--- src/rtl/signed_int_to_decimal_ascii_assert.svh ---
// Assertion macros for the signed integer to decimal text converter.
// Used by signed_int_to_decimal_ascii.sv; expects i_clk and i_rst_n in scope.
`ifndef SIGNED_INT_TO_DECIMAL_ASCII_ASSERT_SVH
`define SIGNED_INT_TO_DECIMAL_ASCII_ASSERT_SVH

// same-cycle implication, disabled in reset
`define SIDA_ASSERT_IMP(label, ante, cons) \
    label: assert property (@(posedge i_clk) disable iff (!i_rst_n) (ante) |-> (cons)) \
        else $error("sida assertion failed");

// next-cycle implication, disabled in reset
`define SIDA_ASSERT_NXT(label, ante, cons) \
    label: assert property (@(posedge i_clk) disable iff (!i_rst_n) (ante) |=> (cons)) \
        else $error("sida assertion failed");

`endif

--- src/rtl/sida_pkg.sv ---
// Package for the signed integer to decimal text converter.
// Holds character codes, widths and the sequencer state type; no dependencies.
`default_nettype none

package sida_pkg;

    localparam int CHAR_W = 6;
    localparam int OUT_TDATA_W = 8;

    localparam logic [CHAR_W-1:0] CHAR_ZERO  = 6'd48;
    localparam logic [CHAR_W-1:0] CHAR_MINUS = 6'd45;
    localparam logic [CHAR_W-1:0] CHAR_NINE  = 6'd57;

    typedef enum logic [4:0] {
        S_IDLE  = 5'b00001,
        S_CONV  = 5'b00010,
        S_SKIP  = 5'b00100,
        S_SIGN  = 5'b01000,
        S_DIGIT = 5'b10000
    } t_state;

endpackage

`default_nettype wire

--- src/rtl/signed_int_to_decimal_ascii.sv ---
// Signed integer to decimal ASCII text, bit-serial double-dabble conversion.
// Depends on sida_pkg and signed_int_to_decimal_ascii_assert.svh.
//
//  channel  | dir | tdata                         | tlast
//  s_axis   | in  | value [VALUE_WIDTH-1:0]       | -
//  m_axis   | out | text_char [5:0], zero pad     | is_last
//
// After acceptance the BCD register takes VALUE_WIDTH shift/add-3 steps, then the
// suppressed leading zeros are shifted out and the first character is picked, then
// the characters are sent one at a time (sign first). The next value is taken once
// the last character is loaded and the sequencer is back in idle.
// i_rst_n is synchronous, active low; it clears the sequencer and the output valid.
// A stalled output holds its character and pauses the sequencer in its sign and digit states.
`default_nettype none

module signed_int_to_decimal_ascii
    import sida_pkg::*;
#(
    parameter int VALUE_WIDTH = 32
) (
    input  wire logic                        i_clk,
    input  wire logic                        i_rst_n,
    input  wire logic                        s_axis_tvalid,
    output logic                             s_axis_tready,
    // [VALUE_WIDTH-1:0] value, rest zero pad
    input  wire logic [((VALUE_WIDTH+7)/8)*8-1:0] s_axis_tdata,
    output logic                             m_axis_tvalid,
    input  wire logic                        m_axis_tready,
    // [5:0] text_char, [7:6] zero pad
    output logic [OUT_TDATA_W-1:0]           m_axis_tdata,
    output logic                             m_axis_tlast
);

    localparam int NDIG = (((VALUE_WIDTH - 1) * 30103) / 100000) + 1;
    localparam int BCD_W = NDIG * 4;
    localparam int CNT_W = $clog2(VALUE_WIDTH + 1);
    localparam int LEFT_W = $clog2(NDIG + 1);

    t_state                   r_state, n_state;
    logic [VALUE_WIDTH-1:0]   r_mag, n_mag;
    logic [BCD_W-1:0]         r_bcd, n_bcd;
    logic                     r_neg, n_neg;
    logic [CNT_W-1:0]         r_cnt, n_cnt;
    logic [LEFT_W-1:0]        r_left, n_left;
    logic                     r_ovalid, n_ovalid;
    logic [CHAR_W-1:0]        r_char, n_char;
    logic                     r_last, n_last;

    logic [BCD_W-1:0]         w_adj;
    logic [3:0]               w_top;
    logic                     w_slot;
    logic                     w_in_acc;
    logic [VALUE_WIDTH-1:0]   w_raw;

    assign w_raw    = s_axis_tdata[VALUE_WIDTH-1:0];
    assign w_top    = r_bcd[BCD_W-1 -: 4];
    assign w_slot   = !r_ovalid || m_axis_tready;
    assign w_in_acc = s_axis_tvalid && s_axis_tready;

    assign s_axis_tready = (r_state == S_IDLE);
    assign m_axis_tvalid = r_ovalid;
    assign m_axis_tdata  = {(OUT_TDATA_W - CHAR_W)'(0), r_char};
    assign m_axis_tlast  = r_last;

    always_comb begin
        for (int i = 0; i < NDIG; i++) begin
            if (r_bcd[i*4 +: 4] >= 4'd5) begin
                w_adj[i*4 +: 4] = r_bcd[i*4 +: 4] + 4'd3;
            end else begin
                w_adj[i*4 +: 4] = r_bcd[i*4 +: 4];
            end
        end
    end

    always_comb begin
        n_state  = r_state;
        n_mag    = r_mag;
        n_bcd    = r_bcd;
        n_neg    = r_neg;
        n_cnt    = r_cnt;
        n_left   = r_left;
        n_ovalid = r_ovalid;
        n_char   = r_char;
        n_last   = r_last;

        if (r_ovalid && m_axis_tready) begin
            n_ovalid = 1'b0;
        end

        case (r_state)
            S_IDLE: begin
                if (w_in_acc) begin
                    n_neg   = w_raw[VALUE_WIDTH-1];
                    n_mag   = w_raw[VALUE_WIDTH-1] ? (~w_raw + VALUE_WIDTH'(1)) : w_raw;
                    n_bcd   = '0;
                    n_cnt   = CNT_W'(VALUE_WIDTH);
                    n_left  = LEFT_W'(NDIG);
                    n_state = S_CONV;
                end
            end
            S_CONV: begin
                n_bcd = {w_adj[BCD_W-2:0], r_mag[VALUE_WIDTH-1]};
                n_mag = {r_mag[VALUE_WIDTH-2:0], 1'b0};
                n_cnt = r_cnt - CNT_W'(1);
                if (r_cnt == CNT_W'(1)) begin
                    n_state = S_SKIP;
                end
            end
            S_SKIP: begin
                if (w_top == 4'd0 && r_left > LEFT_W'(1)) begin
                    n_bcd  = {r_bcd[BCD_W-5:0], 4'd0};
                    n_left = r_left - LEFT_W'(1);
                end else if (r_neg) begin
                    n_state = S_SIGN;
                end else begin
                    n_state = S_DIGIT;
                end
            end
            S_SIGN: begin
                if (w_slot) begin
                    n_ovalid = 1'b1;
                    n_char   = CHAR_MINUS;
                    n_last   = 1'b0;
                    n_state  = S_DIGIT;
                end
            end
            S_DIGIT: begin
                if (w_slot) begin
                    n_ovalid = 1'b1;
                    n_char   = CHAR_ZERO + CHAR_W'(w_top);
                    n_last   = (r_left == LEFT_W'(1));
                    n_bcd    = {r_bcd[BCD_W-5:0], 4'd0};
                    n_left   = r_left - LEFT_W'(1);
                    if (r_left == LEFT_W'(1)) begin
                        n_state = S_IDLE;
                    end
                end
            end
            default: begin
                n_state = S_IDLE;
            end
        endcase
    end

    always_ff @(posedge i_clk) begin
        if (!i_rst_n) begin
            r_state  <= S_IDLE;
            r_ovalid <= 1'b0;
        end else begin
            r_state  <= n_state;
            r_ovalid <= n_ovalid;
        end
        r_mag  <= n_mag;
        r_bcd  <= n_bcd;
        r_neg  <= n_neg;
        r_cnt  <= n_cnt;
        r_left <= n_left;
        r_char <= n_char;
        r_last <= n_last;
    end

`include "signed_int_to_decimal_ascii_assert.svh"

    `SIDA_ASSERT_NXT(a_accept_starts_conv, w_in_acc, r_state == S_CONV)
    `SIDA_ASSERT_IMP(a_sign_only_negative, r_state == S_SIGN, r_neg)
    `SIDA_ASSERT_NXT(a_final_digit_last, r_state == S_DIGIT && w_slot && r_left == LEFT_W'(1),
        r_ovalid && r_last && r_state == S_IDLE)
    `SIDA_ASSERT_IMP(a_char_range, r_ovalid,
        r_char == CHAR_MINUS || (r_char >= CHAR_ZERO && r_char <= CHAR_NINE))

endmodule

`default_nettype wire

--- config.mk ---
export PLATFORM = sky130hd
export DESIGN_NAME = signed_int_to_decimal_ascii
export DESIGN_NICKNAME = d
export VERILOG_FILES = /design/src/rtl/sida_pkg.sv /design/src/rtl/signed_int_to_decimal_ascii.sv
export VERILOG_INCLUDE_DIRS = /design/src /design/src/rtl
export SDC_FILE = /design/constraint.sdc
export NUM_CORES = 1
export LEC_CHECK = 0
export ABC_AREA = 0
export BUFFER_PORTS_ARGS = -buffer_cell sky130_fd_sc_hd__buf_2
export CELL_PAD_IN_SITES_DETAIL_PLACEMENT = 0
export CELL_PAD_IN_SITES_GLOBAL_PLACEMENT = 1
export CORE_MARGIN = 2
export CORE_UTILIZATION = 51
export DETAILED_ROUTE_END_ITERATION = 10
export PLACE_DENSITY = 0.89
export SLEW_MARGIN = 20
export SYNTH_ARGS = -nofsm -noshare
export SYNTH_HDL_FRONTEND = slang
export SYNTH_SLANG_ARGS = --single-unit
--- constraint.sdc ---
create_clock -name i_clk -period 9.55 [get_ports i_clk]
set_clock_uncertainty 0.2 [all_clocks]
set_input_delay 0 -clock i_clk [delete_from_list [all_inputs] [get_ports i_clk]]
set_output_delay 0 -clock i_clk [all_outputs]
set_load 0.01 [all_outputs]
==> run_results.csv <==
group,metric,value,unit
clocking,cts_buffers,9,
setup_path,cpPeakStageDelay,0.55,ns
setup_path,worstRegToRegCells,7,
sta,period_share,35.38,%
floorplanning,rows,38,
clocking,cts_num_sinks,95,
setup_path,path_max_fanout,54,
clocking,cts_hold_buf,41,
floorplanning,dieHeight,109.4,um
sta,rsz0062_at_grt,"no",
synthesis,avgSynthCellArea,9.716,um2
clocking,cts_resized,0,
setup_path,crit_end,"r_mag[23]",
sta,maxSlewHeadroom,58.73,%
global_route,grt_max_degree,55,
floorplanning,core,10840,um2
sta,hold_slack,0.2815,ns
synthesis,synth_top_family_by_area,"simple AND/OR/NAND/NOR gates",
layout,diodes,0,
synthesis,synth-edff-count,89,
detailed_routing,postRouteAntennaNets,0,
sta,max_freq,296.0,MHz
setup_path,end_kind,"register",
setup_path,path_buf_inv,3,
placement,dp_hpwl,7418,um
power,power_density,170.2,nW/um2
global_route,grt-ovfl-total,0,
setup_path,cp.depth,7,
synthesis,async_reset_ff_share,0,%
worst_hold_path,min_from,"i_rst_n",
layout,final_util,61.00,%
synthesis,synth_cell_types,49,
job,cap_violations,0,
synthesis,synth_common_cells,"edfxtp_1 (89), nand2_1 (82), o21ai_0 (59), a21oi_1 (43), nor2_1 (41)",
global_route,groute.usage.overall,20.11,%
clocking,cts.clk_slew.worst_paths,0.10,ns
run_status,status,"finished, final reports clean",
clocking,htreeDepth,3,
setup_path,r2r_start,"r_state[3]",
global_route,grt_pass1_wl,19220,um
setup_path,cp_top_family,"buffers and inverters",
synthesis,synth_seq_cells,95,
floorplanning,initial_core_util,52.25,%
sta,drv_slew,0,
setup_path,required,9.47,ns
synthesis,yosys.area_share.simple,17.87,%
worst_hold_path,hp-class,"in2reg",
setup_path,crit_path_start_kind,"register",
clocking,cts_tree,"built",
synthesis,syn_area,5664,um2
detailed_routing,first_pass_iters,4,
detailed_routing,viasPerCell,5.494,
setup_path,path_cells,"nor3_1 > nand2_2 > buf_4 > nand4_1 > dlygate4sd3_1 > nand3b_1 > dlygate4sd3_1",
global_route,antenna_found_initial,0,
global_route,grt_pass1_vias,4234,
synthesis,ys_seq_area_share,49.30,%
setup_path,crit_arrival,3.30,ns
layout,drive_gt1_share,10.83,%
floorplanning,design.die.area,11970,um2
power,ir_drop,0.09834,mV
synthesis,synth-compound-area-share,15.37,%
floorplanning,die_w,109.4,um
layout,nets,721,
setup_path,crit_type,"reg2reg",
setup_path,rr_endpoint,"r_mag[23]",
synthesis,yosys.area.top_type,"edfxtp_1",
synthesis,yosys_warnings,0,
synthesis,synth_area_leaders,"edfxtp_1 (47%), ha_1 (5.5%), nand2_1 (5.4%)",
setup_path,crit_path_start,"r_state[3]",
clocking,clkLatencyLatePin,0.36,ns
sta,worst_pin_slew,0.6144,ns
clocking,clockBufferDepth,2,
synthesis,synth_mux_area_share,0.1767,%
synthesis,synthXorXnorAreaFrac,7.886,%
detailed_routing,via_count,4423,
setup_path,slowest_stage,"dlygate4sd3_1",
placement,portBuffers,43,
power,leakagePower,2.438,nW
clocking,root_buffer,"clkbuf_8",
setup_path,crit_top_cell,"dlygate4sd3_1",
sta,fin_crit,3.378,ns
layout,area_growth,16.74,%
synthesis,ys.flop_type,"edfxtp_1",
clocking,cts_setup_buffers,0,
detailed_routing,wl_per_cell,14.31,um
detailed_routing,remaining_drc_errors,0,
sta,setup_violations,0,
sta,setup-tns-final,0,ns
detailed_routing,wl,11520,um
synthesis,synthMostInstantiatedCell,"edfxtp_1",
synthesis,synth.top_cell.area_share,47.18,%
synthesis,synthAdderAreaFrac,5.522,%
floorplanning,ios,47,
sta,hold_viol,0,
setup_path,reg2reg_slack,6.17,ns
synthesis,syn-instance-count,583,
detailed_routing,drt-initial-drc-count,344,
placement,place.gp.congestion,0.8043,
==> power by group <==
part	switching [mW]	leakage [nW]	internal [mW]
combinational	0.154	1.41	0.111
clock	0.145	0.0985	0.122
sequential	0.0525	0.929	0.541
==> how the worst min path moves through the flow <==
stage	depth (start not counted)	end	slack, ns
global placement	2	r_state[0]	0.09
floorplan	0	r_neg	-0.10
global route	3	r_state[2]	0.30
finish	3	r_state[2]	0.28
CTS	3	r_state[2]	0.26
detailed placement	3	r_state[3]	0.10
==> worst min-delay path: stages <==
cell and delay [ns]:
dlygate4sd3_1 0.52, buf_2 0.17, and2_1 0.13
==> layout make-up <==
cell class | count | area (um2)
timing repair buffer | 89 | 663.1
sequential | 95 | 2793
inverter | 29 | 108.9
multi-input combinational | 436 | 2678
fill | 907 | 4228
clock inverter | 7 | 71.32
tap | 140 | 175.2
clock buffer | 9 | 123.9
==> state kept, by name, summed over array words and instances (netlist names) <==
register       count
r_bcd             40
m_axis_tvalid      1
m_axis_tlast       1
r_char             5
r_state            5
r_neg              1
r_cnt              6
r_mag             32
r_left             4
==> metrics by stage <==
stage	std cells	area (um2)	total power [mW]	worst slack [ns]
after detailed placement	748	6007	0.8531	6.788
final	805	6613	1.125	6.172
after CTS	805	6613	1.132	6.202
after global placement	748	6007	0.8421	6.848
after floorplan	584	5668	0.7811	5.569
after global routing	805	6613	1.190	6.042
==> per-layer routing <==
metal | track usage [%] | share of wire, % | up-vias
li1 | - | - | 2234
met1 | 25.95 | 46 | 2094
met2 | 34.26 | 50 | 85
met3 | 3.082 | 3.1 | 10
met4 | 7.324 | 1.0 | 0
met5 | 0 | 0 | -
==> placed cells by master, fill, tap and decap left out, types with 8 or more instances in the layout <==
| cell | count |
|---|---|
| ha_1 | 25 |
| o41ai_1 | 8 |
| buf_2 | 43 |
| dlygate4sd3_1 | 41 |
| o21ai_1 | 15 |
| nand2_1 | 81 |
| nand2b_1 | 15 |
| edfxtp_1 | 89 |
| o21ai_0 | 59 |
| o31ai_1 | 15 |
| clkbuf_8 | 9 |
| xnor2_1 | 16 |
| inv_1 | 29 |
| a21oi_1 | 42 |
| xor2_1 | 35 |
| nor3b_1 | 17 |
| nor2_1 | 41 |
| nand3_1 | 8 |
| nor3_1 | 10 |
==> cell families after synthesis <==
group	Yosys count
and+or+nand+nor	204
DFF	95
adders and majority gates	25
other	2
buffers and inverters	53
AOI/OAI and AO/OA	152
muxes	1
xor gates and xnor gates	51
Note: power is estimated with default switching activity, not from simulation.
